### src/hdl/ata_pio_pkg.sv
package ata_pio_pkg;

  localparam int unsigned WORDS_PER_SECTOR = 256;
  localparam int unsigned WIDX_W           = $clog2(WORDS_PER_SECTOR);
  localparam int unsigned MAX_RES          = 6;
  localparam int unsigned CNT_W            = $clog2(MAX_RES + 1);

  localparam int unsigned ADDR_W   = 16;
  localparam int unsigned VAL_W    = 16;
  localparam int unsigned LBA_W    = 28;
  localparam int unsigned SECT_W   = 8;
  localparam int unsigned BUDGET_W = 20;
  localparam int unsigned CFG_W    = 20;

  // Command block register offsets
  localparam logic [ADDR_W-1:0] OFS_DATA   = 16'd0;
  localparam logic [ADDR_W-1:0] OFS_COUNT  = 16'd2;
  localparam logic [ADDR_W-1:0] OFS_LBA_LO = 16'd3;
  localparam logic [ADDR_W-1:0] OFS_LBA_MD = 16'd4;
  localparam logic [ADDR_W-1:0] OFS_LBA_HI = 16'd5;
  localparam logic [ADDR_W-1:0] OFS_DRVHD  = 16'd6;
  localparam logic [ADDR_W-1:0] OFS_CMD    = 16'd7;

  localparam logic [7:0] CMD_READ  = 8'h20;
  localparam logic [7:0] CMD_WRITE = 8'h30;
  localparam logic [7:0] CMD_FLUSH = 8'hE7;

  localparam int unsigned ST_BSY_BIT = 7;
  localparam int unsigned ST_DRQ_BIT = 3;
  localparam int unsigned ST_ERR_BIT = 0;

  localparam logic [ADDR_W-1:0]   RST_IO_BASE   = 16'd496;
  localparam logic [ADDR_W-1:0]   RST_CTRL_BASE = 16'd1014;
  localparam logic [7:0]          RST_DRV_SEL   = 8'd224;
  localparam logic [BUDGET_W-1:0] RST_BUDGET    = 20'd100000;

  typedef enum logic [1:0] {
    REQ_START  = 2'd0,
    REQ_STATUS = 2'd1,
    REQ_DATA   = 2'd2
  } req_e;

  typedef enum logic [2:0] {
    ACT_WR_BYTE = 3'd0,
    ACT_POLL    = 3'd1,
    ACT_RD_WORD = 3'd2,
    ACT_WR_WORD = 3'd3,
    ACT_DELAY   = 3'd4,
    ACT_DELIVER = 3'd5,
    ACT_DONE    = 3'd6,
    ACT_ERROR   = 3'd7
  } action_e;

  typedef enum logic [2:0] {
    CAUSE_NONE      = 3'd0,
    CAUSE_BSY_PRE   = 3'd1,
    CAUSE_BSY_SEC   = 3'd2,
    CAUSE_DRQ       = 3'd3,
    CAUSE_ERR       = 3'd4,
    CAUSE_BSY_FLUSH = 3'd5
  } cause_e;

  typedef enum logic [1:0] {
    CFG_IO_BASE   = 2'd0,
    CFG_CTRL_BASE = 2'd1,
    CFG_DRV_SEL   = 2'd2,
    CFG_BUDGET    = 2'd3
  } cfg_idx_e;

  typedef struct packed {
    logic [ADDR_W-1:0]   io_base;
    logic [ADDR_W-1:0]   ctrl_base;
    logic [7:0]          drv_sel;
    logic [BUDGET_W-1:0] budget;
  } cfg_t;

  typedef struct packed {
    action_e           action;
    logic [ADDR_W-1:0] port_addr;
    logic [VAL_W-1:0]  value;
    cause_e            cause;
  } res_t;

  function automatic res_t mk_res(action_e act, logic [ADDR_W-1:0] port,
                                  logic [VAL_W-1:0] val, cause_e cause);
    res_t r;
    r.action    = act;
    r.port_addr = port;
    r.value     = val;
    r.cause     = cause;
    return r;
  endfunction

endpackage

### src/hdl/ata_pio_seq.sv
module ata_pio_seq (
  input  logic                              clk_i,
  input  logic                              rst_ni,
  input  logic                              fire_i,
  input  logic [1:0]                        req_i,
  input  logic                              is_write_i,
  input  logic [ata_pio_pkg::LBA_W-1:0]     lba_i,
  input  logic [ata_pio_pkg::SECT_W-1:0]    sector_total_i,
  input  logic [7:0]                        status_i,
  input  logic [ata_pio_pkg::VAL_W-1:0]     word_i,
  input  ata_pio_pkg::cfg_t                 cfg_i,
  output logic [ata_pio_pkg::CNT_W-1:0]     n_o,
  output ata_pio_pkg::res_t                 res_o [ata_pio_pkg::MAX_RES]
);

  typedef enum logic [7:0] {
    PH_IDLE      = 8'b0000_0001,
    PH_BSY_PRE   = 8'b0000_0010,
    PH_BSY_SEC   = 8'b0000_0100,
    PH_DRQ       = 8'b0000_1000,
    PH_CHK_ERR   = 8'b0001_0000,
    PH_RD_DATA   = 8'b0010_0000,
    PH_WR_DATA   = 8'b0100_0000,
    PH_BSY_FLUSH = 8'b1000_0000
  } phase_e;

  phase_e                             phase_q, phase_d;
  logic [ata_pio_pkg::BUDGET_W-1:0]   polls_q, polls_d;
  logic [ata_pio_pkg::LBA_W-1:0]      lba_q, lba_d;
  logic [ata_pio_pkg::SECT_W-1:0]     sect_q, sect_d;
  logic [ata_pio_pkg::WIDX_W-1:0]     widx_q, widx_d;
  logic                               dir_q, dir_d;

  ata_pio_pkg::res_t                  poll_res, done_res, end_res;
  logic [ata_pio_pkg::SECT_W-1:0]     sect_dec;
  phase_e                             end_phase;
  logic                               word_last, in_wait, met;
  ata_pio_pkg::cause_e                fail_cause;
  logic [ata_pio_pkg::ADDR_W-1:0]     addr_cmd;

  assign addr_cmd  = cfg_i.io_base + ata_pio_pkg::OFS_CMD;
  assign poll_res  = ata_pio_pkg::mk_res(ata_pio_pkg::ACT_POLL, addr_cmd, '0,
                                         ata_pio_pkg::CAUSE_NONE);
  assign done_res  = ata_pio_pkg::mk_res(ata_pio_pkg::ACT_DONE, '0, '0,
                                         ata_pio_pkg::CAUSE_NONE);
  assign word_last = (widx_q == ata_pio_pkg::WIDX_W'(ata_pio_pkg::WORDS_PER_SECTOR - 1));

  // End of sector: count down, then either finish or wait for the next sector
  assign sect_dec  = sect_q - 1'b1;
  assign end_res   = (sect_dec == '0) ? done_res : poll_res;
  assign end_phase = (sect_dec == '0) ? PH_IDLE : PH_BSY_SEC;

  assign in_wait = (phase_q == PH_BSY_PRE) || (phase_q == PH_BSY_SEC) ||
                   (phase_q == PH_DRQ) || (phase_q == PH_BSY_FLUSH);
  assign met     = (phase_q == PH_DRQ) ? status_i[ata_pio_pkg::ST_DRQ_BIT]
                                       : !status_i[ata_pio_pkg::ST_BSY_BIT];

  always_comb begin
    case (phase_q)
      PH_BSY_PRE: fail_cause = ata_pio_pkg::CAUSE_BSY_PRE;
      PH_BSY_SEC: fail_cause = ata_pio_pkg::CAUSE_BSY_SEC;
      PH_DRQ:     fail_cause = ata_pio_pkg::CAUSE_DRQ;
      default:    fail_cause = ata_pio_pkg::CAUSE_BSY_FLUSH;
    endcase
  end

  always_comb begin
    phase_d = phase_q;
    polls_d = polls_q;
    lba_d   = lba_q;
    sect_d  = sect_q;
    widx_d  = widx_q;
    dir_d   = dir_q;
    n_o     = '0;
    for (int i = 0; i < ata_pio_pkg::MAX_RES; i++) begin
      res_o[i] = '0;
    end

    case (ata_pio_pkg::req_e'(req_i))
      ata_pio_pkg::REQ_START: begin
        if (phase_q == PH_IDLE) begin
          dir_d    = is_write_i;
          lba_d    = lba_i;
          sect_d   = sector_total_i;
          widx_d   = '0;
          res_o[0] = ata_pio_pkg::mk_res(ata_pio_pkg::ACT_WR_BYTE,
                       cfg_i.io_base + ata_pio_pkg::OFS_DRVHD,
                       {8'd0, cfg_i.drv_sel | {4'd0, lba_i[27:24]}},
                       ata_pio_pkg::CAUSE_NONE);
          res_o[1] = ata_pio_pkg::mk_res(ata_pio_pkg::ACT_DELAY, cfg_i.ctrl_base, '0,
                                         ata_pio_pkg::CAUSE_NONE);
          res_o[2] = poll_res;
          phase_d  = PH_BSY_PRE;
          polls_d  = cfg_i.budget;
          n_o      = 3'd3;
        end
      end
      ata_pio_pkg::REQ_STATUS: begin
        if (in_wait) begin
          n_o = 3'd1;
          if (met && (polls_q != '0)) begin
            case (phase_q)
              PH_BSY_PRE: begin
                res_o[0] = ata_pio_pkg::mk_res(ata_pio_pkg::ACT_WR_BYTE,
                             cfg_i.io_base + ata_pio_pkg::OFS_COUNT, {8'd0, sect_q},
                             ata_pio_pkg::CAUSE_NONE);
                res_o[1] = ata_pio_pkg::mk_res(ata_pio_pkg::ACT_WR_BYTE,
                             cfg_i.io_base + ata_pio_pkg::OFS_LBA_LO, {8'd0, lba_q[7:0]},
                             ata_pio_pkg::CAUSE_NONE);
                res_o[2] = ata_pio_pkg::mk_res(ata_pio_pkg::ACT_WR_BYTE,
                             cfg_i.io_base + ata_pio_pkg::OFS_LBA_MD, {8'd0, lba_q[15:8]},
                             ata_pio_pkg::CAUSE_NONE);
                res_o[3] = ata_pio_pkg::mk_res(ata_pio_pkg::ACT_WR_BYTE,
                             cfg_i.io_base + ata_pio_pkg::OFS_LBA_HI, {8'd0, lba_q[23:16]},
                             ata_pio_pkg::CAUSE_NONE);
                res_o[4] = ata_pio_pkg::mk_res(ata_pio_pkg::ACT_WR_BYTE, addr_cmd,
                             {8'd0, dir_q ? ata_pio_pkg::CMD_WRITE : ata_pio_pkg::CMD_READ},
                             ata_pio_pkg::CAUSE_NONE);
                n_o = 3'd6;
                // zero count: command goes out and the transfer completes at once
                if (sect_q == '0) begin
                  res_o[5] = done_res;
                  phase_d  = PH_IDLE;
                end else begin
                  res_o[5] = poll_res;
                  phase_d  = PH_BSY_SEC;
                  polls_d  = cfg_i.budget;
                end
              end
              PH_BSY_SEC: begin
                res_o[0] = poll_res;
                phase_d  = PH_DRQ;
                polls_d  = cfg_i.budget;
              end
              PH_DRQ: begin
                res_o[0] = poll_res;
                phase_d  = PH_CHK_ERR;
              end
              default: begin
                widx_d   = '0;
                sect_d   = sect_dec;
                res_o[0] = end_res;
                phase_d  = end_phase;
                polls_d  = cfg_i.budget;
              end
            endcase
          end else if (polls_q == '0) begin
            res_o[0] = ata_pio_pkg::mk_res(ata_pio_pkg::ACT_ERROR, '0, '0, fail_cause);
            phase_d  = PH_IDLE;
          end else begin
            polls_d  = polls_q - 1'b1;
            res_o[0] = poll_res;
          end
        end else if (phase_q == PH_CHK_ERR) begin
          widx_d = '0;
          if (status_i[ata_pio_pkg::ST_ERR_BIT]) begin
            res_o[0] = ata_pio_pkg::mk_res(ata_pio_pkg::ACT_ERROR, '0, '0,
                                           ata_pio_pkg::CAUSE_ERR);
            phase_d  = PH_IDLE;
            n_o      = 3'd1;
          end else if (dir_q) begin
            phase_d = PH_WR_DATA;
          end else begin
            res_o[0] = ata_pio_pkg::mk_res(ata_pio_pkg::ACT_RD_WORD,
                         cfg_i.io_base + ata_pio_pkg::OFS_DATA, '0, ata_pio_pkg::CAUSE_NONE);
            phase_d  = PH_RD_DATA;
            n_o      = 3'd1;
          end
        end
      end
      ata_pio_pkg::REQ_DATA: begin
        if (phase_q == PH_RD_DATA) begin
          res_o[0] = ata_pio_pkg::mk_res(ata_pio_pkg::ACT_DELIVER, '0, word_i,
                                         ata_pio_pkg::CAUSE_NONE);
          n_o      = 3'd2;
          if (word_last) begin
            widx_d   = '0;
            sect_d   = sect_dec;
            res_o[1] = end_res;
            phase_d  = end_phase;
            polls_d  = cfg_i.budget;
          end else begin
            widx_d   = widx_q + 1'b1;
            res_o[1] = ata_pio_pkg::mk_res(ata_pio_pkg::ACT_RD_WORD,
                         cfg_i.io_base + ata_pio_pkg::OFS_DATA, '0, ata_pio_pkg::CAUSE_NONE);
          end
        end else if (phase_q == PH_WR_DATA) begin
          res_o[0] = ata_pio_pkg::mk_res(ata_pio_pkg::ACT_WR_WORD,
                       cfg_i.io_base + ata_pio_pkg::OFS_DATA, word_i, ata_pio_pkg::CAUSE_NONE);
          if (word_last) begin
            widx_d   = '0;
            res_o[1] = ata_pio_pkg::mk_res(ata_pio_pkg::ACT_WR_BYTE, addr_cmd,
                         {8'd0, ata_pio_pkg::CMD_FLUSH}, ata_pio_pkg::CAUSE_NONE);
            res_o[2] = poll_res;
            phase_d  = PH_BSY_FLUSH;
            polls_d  = cfg_i.budget;
            n_o      = 3'd3;
          end else begin
            widx_d = widx_q + 1'b1;
            n_o    = 3'd1;
          end
        end
      end
      default: begin
      end
    endcase

    if (!fire_i) begin
      n_o = '0;
    end
  end

  always_ff @(posedge clk_i or negedge rst_ni) begin
    if (!rst_ni) begin
      phase_q <= PH_IDLE;
      polls_q <= '0;
      lba_q   <= '0;
      sect_q  <= '0;
      widx_q  <= '0;
      dir_q   <= 1'b0;
    end else if (fire_i) begin
      phase_q <= phase_d;
      polls_q <= polls_d;
      lba_q   <= lba_d;
      sect_q  <= sect_d;
      widx_q  <= widx_d;
      dir_q   <= dir_d;
    end
  end

endmodule

### src/hdl/ata_pio_obuf.sv
module ata_pio_obuf (
  input  logic                           clk_i,
  input  logic                           rst_ni,
  input  logic                           load_i,
  input  logic [ata_pio_pkg::CNT_W-1:0]  n_i,
  input  ata_pio_pkg::res_t              res_i [ata_pio_pkg::MAX_RES],
  input  logic                           take_ready_i,
  output logic                           space_o,
  output logic                           valid_o,
  output logic                           last_o,
  output ata_pio_pkg::res_t              head_o
);

  ata_pio_pkg::res_t               ent_q [ata_pio_pkg::MAX_RES];
  logic [ata_pio_pkg::CNT_W-1:0]   cnt_q;
  logic                            take, do_load;

  assign valid_o = (cnt_q != '0);
  assign last_o  = (cnt_q == ata_pio_pkg::CNT_W'(1));
  assign head_o  = ent_q[0];
  assign take    = valid_o && take_ready_i;
  // Room for a new burst once the buffer is empty or its final result leaves now
  assign space_o = !valid_o || (last_o && take_ready_i);
  assign do_load = load_i && (n_i != '0);

  always_ff @(posedge clk_i or negedge rst_ni) begin
    if (!rst_ni) begin
      cnt_q <= '0;
    end else if (do_load) begin
      cnt_q <= n_i;
    end else if (take) begin
      cnt_q <= cnt_q - 1'b1;
    end
  end

  always_ff @(posedge clk_i) begin
    if (do_load) begin
      ent_q <= res_i;
    end else if (take) begin
      for (int i = 0; i < ata_pio_pkg::MAX_RES - 1; i++) begin
        ent_q[i] <= ent_q[i+1];
      end
      ent_q[ata_pio_pkg::MAX_RES-1] <= ent_q[ata_pio_pkg::MAX_RES-1];
    end
  end

  a_cnt_range: assert property (@(posedge clk_i) disable iff (!rst_ni)
    cnt_q <= ata_pio_pkg::CNT_W'(ata_pio_pkg::MAX_RES))
    else $error("result count out of range");

  a_no_overwrite: assert property (@(posedge clk_i) disable iff (!rst_ni)
    do_load |-> space_o)
    else $error("burst loaded over pending results");

  a_drain_step: assert property (@(posedge clk_i) disable iff (!rst_ni)
    (take && !do_load) |=> cnt_q == $past(cnt_q) - 1'b1)
    else $error("result count did not advance on transfer");

  a_load_count: assert property (@(posedge clk_i) disable iff (!rst_ni)
    do_load |=> cnt_q == $past(n_i))
    else $error("burst count not loaded");

endmodule

### src/hdl/ata_pio_sector_transfer_engine_top.sv
// ATA PIO LBA28 host sequencer.
// Input stream (s_axis): one request per transfer. tuser selects the kind:
// start (direction, LBA, sector count), a status byte answering the last
// poll, or a data word (read from the drive, or to be written to it).
// Output stream (m_axis): bus actions for the host adapter (write byte,
// poll status, read/write word, 400 ns delay) plus deliver word, done and
// error. tuser carries the action, tlast marks the final result of a request.
// Configuration: cfg_we_i writes register cfg_idx_i (0 io_base, 1 ctrl_base,
// 2 drive select byte, 3 poll budget) with cfg_data_i; write only while idle.
// The first result of a request appears the cycle after its transfer.
// Each request yields 0 to 6 results, one per cycle while m_axis_tready
// is high. A new request is taken in the same cycle the final result of
// the previous one leaves, so requests with at most one result stream at
// one per cycle while the output is not stalled. The result buffer holds
// one burst at a time, which sets that figure.
// Reset: registers return to their defaults and the engine goes idle.
// Output stall: results hold while m_axis_tready is low; s_axis_tready stays
// low until the pending burst is down to its last result being taken.
module ata_pio_sector_transfer_engine_top (
  input  logic                                clk_i,
  input  logic                                rst_ni,
  // cfg register write port
  input  logic                                cfg_we_i,
  input  logic [1:0]                          cfg_idx_i,
  input  logic [ata_pio_pkg::CFG_W-1:0]       cfg_data_i,
  // request stream
  input  logic                                s_axis_tvalid,
  output logic                                s_axis_tready,
  // tdata: is_write[0], lba[28:1], sector_total[36:29],
  //        status_byte[44:37], data_word[60:45], zero fill [63:61]
  input  logic [63:0]                         s_axis_tdata,
  // tuser: req_type[1:0]
  input  logic [1:0]                          s_axis_tuser,
  // action stream
  output logic                                m_axis_tvalid,
  input  logic                                m_axis_tready,
  // tdata: port_addr[15:0], value[31:16], error_cause[34:32], zero fill [39:35]
  output logic [39:0]                         m_axis_tdata,
  // tuser: action[2:0]
  output logic [2:0]                          m_axis_tuser,
  output logic                                m_axis_tlast
);

  ata_pio_pkg::cfg_t                cfg_q;
  logic                             fire;
  logic [ata_pio_pkg::CNT_W-1:0]    n;
  ata_pio_pkg::res_t                res [ata_pio_pkg::MAX_RES];
  ata_pio_pkg::res_t                head;

  // Hold the configuration; the user must write it only while idle, the block does not enforce this
  always_ff @(posedge clk_i or negedge rst_ni) begin
    if (!rst_ni) begin
      cfg_q.io_base   <= ata_pio_pkg::RST_IO_BASE;
      cfg_q.ctrl_base <= ata_pio_pkg::RST_CTRL_BASE;
      cfg_q.drv_sel   <= ata_pio_pkg::RST_DRV_SEL;
      cfg_q.budget    <= ata_pio_pkg::RST_BUDGET;
    end else if (cfg_we_i) begin
      case (ata_pio_pkg::cfg_idx_e'(cfg_idx_i))
        ata_pio_pkg::CFG_IO_BASE:   cfg_q.io_base   <= cfg_data_i[15:0];
        ata_pio_pkg::CFG_CTRL_BASE: cfg_q.ctrl_base <= cfg_data_i[15:0];
        ata_pio_pkg::CFG_DRV_SEL:   cfg_q.drv_sel   <= cfg_data_i[7:0];
        ata_pio_pkg::CFG_BUDGET:    cfg_q.budget    <= cfg_data_i;
        default: begin
        end
      endcase
    end
  end

  assign fire = s_axis_tvalid && s_axis_tready;

  // Decode the request against the phase and build its burst of results
  ata_pio_seq u_seq (
    .clk_i          (clk_i),
    .rst_ni         (rst_ni),
    .fire_i         (fire),
    .req_i          (s_axis_tuser),
    .is_write_i     (s_axis_tdata[0]),
    .lba_i          (s_axis_tdata[28:1]),
    .sector_total_i (s_axis_tdata[36:29]),
    .status_i       (s_axis_tdata[44:37]),
    .word_i         (s_axis_tdata[60:45]),
    .cfg_i          (cfg_q),
    .n_o            (n),
    .res_o          (res)
  );

  // Register the burst and drain it one result per transfer
  ata_pio_obuf u_obuf (
    .clk_i        (clk_i),
    .rst_ni       (rst_ni),
    .load_i       (fire),
    .n_i          (n),
    .res_i        (res),
    .take_ready_i (m_axis_tready),
    .space_o      (s_axis_tready),
    .valid_o      (m_axis_tvalid),
    .last_o       (m_axis_tlast),
    .head_o       (head)
  );

  assign m_axis_tuser = head.action;
  assign m_axis_tdata = {5'd0, head.cause, head.value, head.port_addr};

endmodule
### config.mk
export PLATFORM = sky130hd
export DESIGN_NAME = ata_pio_sector_transfer_engine_top
export DESIGN_NICKNAME = d
export VERILOG_FILES = /design/src/hdl/ata_pio_pkg.sv /design/src/hdl/ata_pio_seq.sv /design/src/hdl/ata_pio_obuf.sv /design/src/hdl/ata_pio_sector_transfer_engine_top.sv
export SDC_FILE = /design/constraint.sdc
export NUM_CORES = 1
export LEC_CHECK = 0
export ABC_CLOCK_PERIOD_IN_PS = 7700
export BUFFER_PORTS_ARGS = -buffer_cell sky130_fd_sc_hd__buf_2
export CAP_MARGIN = 20
export CORE_MARGIN = 1
export CORE_UTILIZATION = 40
export CTS_CLUSTER_DIAMETER = 40
export DETAILED_ROUTE_END_ITERATION = 10
export GPL_TIMING_DRIVEN = 0
export HOLD_SLACK_MARGIN = 0.08
export PLACE_DENSITY = 0.6
export SYNTH_ARGS = -nofsm -noshare
export SYNTH_HDL_FRONTEND = slang
export SYNTH_SLANG_ARGS = --single-unit
### constraint.sdc
create_clock -name clk_i -period 7.7 [get_ports clk_i]
set_input_delay 0.77 -clock clk_i [delete_from_list [all_inputs] [get_ports clk_i]]
set_output_delay 0.77 -clock clk_i [all_outputs]
set_load 0.05 [all_outputs]
Word level (Yosys, flattened, before mapping)
Cells that the tools add are included.
{"block": "classes", "n_eq_ne": 29, "mux": 80, "reduce_logical": 32, "bitwise_logic": 1, "add_sub_neg": 10}
{"op": "$mux 187", "n": 3}
{"op": "$mux 228", "n": 2}
{"op": "$mux 38", "n": 9}
{"op": "$pmux 114 s3", "n": 1}
{"op": "$mux 8", "n": 23}
{"op": "$mux 20", "n": 8}
{"op": "$mux 114", "n": 1}
{"op": "$mux 113", "n": 1}
{"op": "$mux 111", "n": 1}
{"op": "$pmux 8 s3", "n": 4}
{"op": "$mux 76", "n": 1}
{"op": "$pmux 38 s2", "n": 1}
{"op": "$mux 73", "n": 1}
{"op": "$add 16x3->16 const B", "n": 4}
{"op": "$pmux 20 s3", "n": 1}
{"op": "$pmux 20 s2", "n": 1}
{"op": "$mux 37", "n": 1}
{"op": "$mux 3", "n": 12}
{"op": "$add 16x2->16 const B", "n": 2}
{"op": "$logic_not 20->1", "n": 1}
{"op": "$reduce_bool 20->1", "n": 1}
{"op": "$sub 20x1->20 const B", "n": 1}
{"op": "$pmux 3 s3", "n": 2}
{"op": "$eq 8x8->1 const B", "n": 2}
{"op": "37 further kinds", "n": 68}
{"block": "word_totals", "output_inout_bits": 46, "regBits": 360, "word_cells": 187, "input_bits": 93}

Depth between registers and ports, before layout
{"block": "logic_depth", "depth_word": 10, "mapped_depth": 13, "ltp_nobuf": 10}

By module
Synthesis repeated with hierarchy kept, for this count alone.
{"block": "unflattened", "hier_cells": 2276, "area_unflattened_um2": 20698.6}
{"module": "ata_pio_obuf", "cells_each": 948, "area_each_um2": 9983.3, "n_inst": 1, "seq_area_each_um2": 6921.6}
{"module": "ata_pio_seq", "cells_each": 1193, "area_each_um2": 8388.0, "n_inst": 1, "seq_area_each_um2": 1727.9}
{"module": "ata_pio_sector_transfer_engine_top", "cells_each": 135, "area_each_um2": 2327.2, "n_inst": 1, "seq_area_each_um2": 1529.0}

Least setup slack after synthesis
OpenSTA, ideal clock, no wires.
{"block": "synth_timing", "kind": "register to register", "startpoint": "register u_seq.polls_q[11] in the netlist's numbering", "endpoint": "register u_obuf.ent_q[100] in the netlist's numbering (enable)", "path_slack_ps": 1455, "required_time_ps": 7198, "synth_period_minus_slack_ps": 6245, "arrival_time_ps": 5743, "n_path_buf": 5, "setup_ps": 502, "stages_incl_launch_ff": 13, "cell_sequence": "dfrtp_1 -> or4_1 -> or3_1 -> buf_2 -> or4_1 -> buf_2 -> nand3_2 -> a21oi_2 -> a31o_2 -> buf_6 -> buf_6 -> buf_2 -> nand2_1"}
{"block": "synth_between", "elab_chain_cells": 9}
{"item": "start: declaration", "line": "ata_pio_seq.sv:28", "source": "logic [ata_pio_pkg::BUDGET_W-1:0] polls_q, polls_d;"}
{"item": "start signal: assignment", "line": "ata_pio_seq.sv:223", "source": "polls_q <= polls_d;"}
{"item": "$reduce_bool 20->1", "line": "ata_pio_seq.sv:101", "source": "if (met && (polls_q != '0)) begin"}
{"item": "$logic_and 1x1->1", "line": "ata_pio_seq.sv:101"}
{"item": "$mux 3", "line": "ata_pio_seq.sv:101"}
{"item": "$mux 3", "line": "ata_pio_seq.sv:99", "source": "if (in_wait) begin"}
{"item": "$pmux 3 s3", "line": "ata_pio_seq.sv:79", "source": "case (ata_pio_pkg::req_e'(req_i))"}
{"item": "$mux 3", "line": "ata_pio_seq.sv:208", "source": "if (!fire_i) begin"}
{"item": "$reduce_bool 3->1", "line": "ata_pio_obuf.sv:24", "source": "assign do_load = load_i && (n_i != '0);"}
{"item": "$logic_and 1x1->1", "line": "ata_pio_obuf.sv:24"}
{"item": "$reduce_bool 2->1 (no line)"}
{"item": "end signal: assignment", "line": "ata_pio_obuf.sv:38", "source": "ent_q <= res_i;"}
{"item": "end signal: indexed assignment", "line": "ata_pio_obuf.sv:41", "source": "ent_q[i] <= ent_q[i+1];"}
{"item": "end signal: indexed assignment", "line": "ata_pio_obuf.sv:43", "source": "ent_q[ata_pio_pkg::MAX_RES-1] <= ent_q[ata_pio_pkg::MAX_RES-1];"}
{"item": "end: declaration", "line": "ata_pio_obuf.sv:14", "source": "ata_pio_pkg::res_t ent_q [ata_pio_pkg::MAX_RES];"}
Every way passes these cells.
A chain may end at the register's enable or synchronous reset.

Worst setup path in the final report
{"block": "layout_timing", "startpoint": "register cfg_q[45] in the netlist's numbering", "endpoint": "register u_obuf.ent_q, in the netlist u_obuf.head_o[29], data pin"}
{"block": "layout_between", "elab_chain_cells": 7, "elab_cells_between_ends": 11, "cone_classes": "add/sub: 3; mux: 8"}
{"item": "start: declaration", "line": "ata_pio_sector_transfer_engine_top.sv:44", "source": "ata_pio_pkg::cfg_t cfg_q;"}
{"item": "$add 16x3->16", "line": "ata_pio_seq.sv:41", "source": "assign addr_cmd = cfg_i.io_base + ata_pio_pkg::OFS_CMD;"}
{"item": "$mux 38", "line": "ata_pio_seq.sv:50", "source": "assign end_res = (sect_dec == '0) ? done_res : poll_res;"}
{"item": "$pmux 38 s2", "line": "ata_pio_seq.sv:102", "source": "case (phase_q)"}
{"item": "$mux 38", "line": "ata_pio_seq.sv:101"}
{"item": "$mux 38", "line": "ata_pio_seq.sv:99"}
{"item": "$pmux 114 s3 *", "line": "ata_pio_seq.sv:79"}
{"item": "$mux 228 *", "line": "ata_pio_obuf.sv:37", "source": "if (do_load) begin"}
Mark *: on every way between the ends. The rest lies on a longest branch, timed or not.

==> summary.md <==
| Metric | Value |
|---|---|
| Via density per instance | 5.930 |
| Initial Utilization | 40.58% |
| Global-route usage over all layers | 29.32% |
| Slew HR | 19.16% |
| Proportion of synthesized flip-flops having asynchronous set or reset | 45.99% |
| Number of enable flip-flop cells after synthesis | 155 |
| H-tree lvl count | 2 |
| Detailed placement HPWL | 44.81 mm |
| Clock share of power | 35.0% |
| Max FO, Critical Path | 10 |
| Cell with the most instances after synthesis | nand2_1 |
| Clock buffer count from CTS | 51 |
| Distinct cell type count after synthesis | 81 |
| Final ANT Viol Nets | 0 |
| CTS resizes | 0 |
| Status | finished, final reports clean |
| Kind of end point of the critical path | flop |
| DRT Pass-1 Iters | 5 |
| X dimension of the die | 202.8 um |
| Met2 capacity usage during global routing | 46.01% |
| Least setup slack across all paths after layout | 2.594 ns |
| Min Tclk post-route | 5.106 ns |
| Library cell occupying the most area in the post-synthesis netlist | edfxtp_1 |
| Area of the placeable core | 0.03973 sq mm |
| Post-Synth XOR/XNOR Area | 2.879% |
| Clock Skews | 0.02793 ns |
| Clk slew on worst S/H paths | 0.05 ns |
| Avg Synthesized Cell Area | 9.842 sq um |
| Final critical-path share of the clock period | 66.32% |
| Area overhead of the layout relative to synthesis | 19.57% |
| Actual transition at the worst max-transition pin | 1.203 ns |
| Met1 routing resource usage after global routing | 40.30% |
| Share of Yosys cell area claimed by the top area cell type | 28.87% |
| Max-slew violation count | 0 |
| Worst R2R Setup Slack | 2.59 ns |
| Source-to-sink clock delay at the later pin of the worst-skew pair | 0.59 ns |
| First-pass GRT wire length | 89.02 mm |
| Routability cong. | 0.9860 |
| Critical setup path kind | flop to flop |
| Post-synthesis sequential element count | 287 |
| Sw Share | 36.81% |
| RSZ-0062 raised after global routing | false |
| Synth area leaders | edfxtp_1, dfrtp_1, mux2_2 |
| Die Ht | 202.8 um |
| Num rows | 73 |
| Post-placement setup slack | 2.897 ns |
| Count of endpoints failing hold in the final timing report | 0 |
| Combinational fraction of design power | 30.1% |
| Total grt overflow | 0 |
| Overall power | 6.453 mW |
| Cells after synthesis | 1638 |
| HP Class | input pin to asynchronous set/reset pin |
| Start of the worst register-to-register path | cfg_q[45]$_DFFE_PN0P_ |
| Reg-to-reg endpoint | u_obuf.head_o[29]$_DFFE_PP_ |
| Post-synthesis mux area share | 6.054% |
| Commonest cells in the netlist | nand2_1, edfxtp_1, nor2_1 |
| Required arrival time at the worst endpoint | 7.99 ns |
| Hold_buf cts | 0 |
| Critical path launch point | cfg_q[45]$_DFFE_PN0P_ |
| Clock tree from TritonCTS | yes |
| Number of max-cap violations | 0 |
| Clock Path Buffers | 3 |
| Most instantiated flip-flop cell in the synthesis netlist | edfxtp_1 |
| Number of nets in the final layout | 1941 |
| First DRT Iteration DRCs | 1461 |
| IR Drop Worst-Case VDD | 156.4 uV |
| Max Clock Freq | 195.8 MHz |
| Share of synthesized area occupied by flip-flops and latches | 49.54% |
| Pleak | 7.614 nW |
| Wire length reported by the detailed router | 60.22 mm |
| Proportion of power drawn by flip-flops and latches | 34.9% |
| Vias | 14200 |
| GR peak layer | met2 |
| Basic-gate share of the synthesized area counting and, or, nand and nor cells | 16.24% |
| GR Layer Usage met3 | 4.896% |
| Layout fillers | 3766 |
| Root buffer cell | clkbuf_16 |
| Setup violations, final | 0 |
| Cell Pwr Density | 334.8 mW/mm^2 |
| Path depth of the worst reg2reg path | 13 |
| DRC violations left | 0 |
| Number of top-level pins | 139 |
| Largest net degree at the start of global routing | 83 |
| Adder and majority gate portion of the synthesized area | 1.630% |
| Sort of element at the start of the critical path | flop |
| WP data arrival | 5.39 ns |
| Die area | 0.04111 sq mm |
| Post-Syn Area | 0.01612 sq mm |
| Yosys warning count | 0 |
| Post-CTS Setup Inserts | 0 |
| Internal power | 4.078 mW |
| Number of antenna violations at the first check in global routing | 2 |
| Share of post-route cells with drive strength above 1 | 22.76% |
| Count of input and output buffers | 125 |
| Clock tree sinks | 287 |
| Final Core Density | 48.52% |
| Total net switching power | 2.375 mW |
| DR WL/cell | 25.15 um |
| Main combinational cell family by area after synthesis | compound AO/OA/AOI/OAI gates |
| Compound-gate portion of the synthesized area | 17.94% |
| Vias in the first global route | 13840 |
cell families (layout without fill, tap and decap cells):
family / count (synthesis) / after routing
adders and majority gates: 21 / 21
buffers and inverters: 187 / 412
other: 1 / 7
AOI/OAI and AO/OA: 450 / 450
xor gates and xnor gates: 53 / 53
DFF: 287 / 287
and+or+nand+nor: 552 / 552
muxes: 87 / 87
registers in the layout (all words and copies together) (netlist names):
name and cells:
u_seq.phase_q 8, u_seq.lba_q 24, u_seq.dir_q 1, u_seq.polls_q 20, u_seq.widx_q 8, u_obuf.ent_q 117
cfg_q 60, u_seq.sect_q 8, u_obuf.cnt_q 3, u_obuf.head_o 38
metal layers:
layer | vias up | share of wire (%)
met2 | 640 | 46
met3 | 134 | 6.5
met5 | - | 0
met1 | 7040 | 44
met4 | 0 | 3.9
li1 | 6382 | -
final cells by class:
class	instances	area [sq um]	area share, %
repair buffers	132	737.0	3.823
flip-flops and latches	287	7986	41.43
plain buffers	162	824.5	4.278
diodes	2	5.005	0.02596
clock buffers	57	1350	7.004
clock inverters	36	371.6	1.928
inverters	25	93.84	0.4868
well taps	525	656.9	3.408
multi-input cells	1168	7251	37.62
power groups by stage:
stage               Sequential (mW)  Clock (mW)  Combinational [mW]
detailed placement             2.27           0                1.89
floorplan                      2.21           0                1.29
finish                         2.25        2.26                1.94
global route                   2.29        2.35                2.08
CTS                            2.25        2.28                1.90
global placement               2.30           0                1.85
critical path: stages, from the launching register on:
cell and delay, ns:
dfrtp_1 0.41, clkbuf_1 0.56, inv_1 0.25, ha_1 0.24, clkbuf_1 0.28, nor2b_1 0.59, or2_2 0.21, clkbuf_1 0.42
nand3_1 0.16, xor2_1 0.66, a21oi_1 0.16, a22o_1 0.23, a41oi_1 0.45, a21oi_1 0.19
worst max path at each step:
stage	end	slack, ns	cells after the start
6_report	u_obuf.head_o[29]$_DFFE_PP_	2.59	13
4_1_cts	u_obuf.head_o[29]$_DFFE_PP_	2.87	13
2_1_floorplan	u_obuf.ent_q[100]$_DFFE_PP_	1.46	12
3_5_place_dp	u_obuf.head_o[29]$_DFFE_PP_	2.90	13
3_3_place_gp	u_obuf.ent_q[109]$_DFFE_PP_	-0.74	9
5_1_grt	u_obuf.head_o[29]$_DFFE_PP_	2.57	13
layout by cell type, fill, tap and decap left out, types with 52 or more instances in the layout:
cell | synthesis | layout
clkbuf_1 | 88 | 90
nand2_1 | 185 | 184
clkbuf_16 | 0 | 52
nor2_1 | 153 | 153
buf_2 | 23 | 149
dfrtp_1 | 109 | 109
o21ai_0 | 123 | 123
a21oi_1 | 94 | 94
edfxtp_1 | 155 | 155
mux2_2 | 84 | 84
through the flow:
stage                     instance area (sq um)  hold WS [ns]  std cells  TNS, ns
after floorplan                           16140        0.4370       1642        0
after global placement                    17420        0.4672       2292   -99.99
after detailed placement                  17540        0.4857       2297        0
after CTS                                 19260        0.1493       2390        0
after global routing                      19270        0.1769       2393        0
final                                     19280        0.1566       2394        0
(Power assumes the default switching activity.)
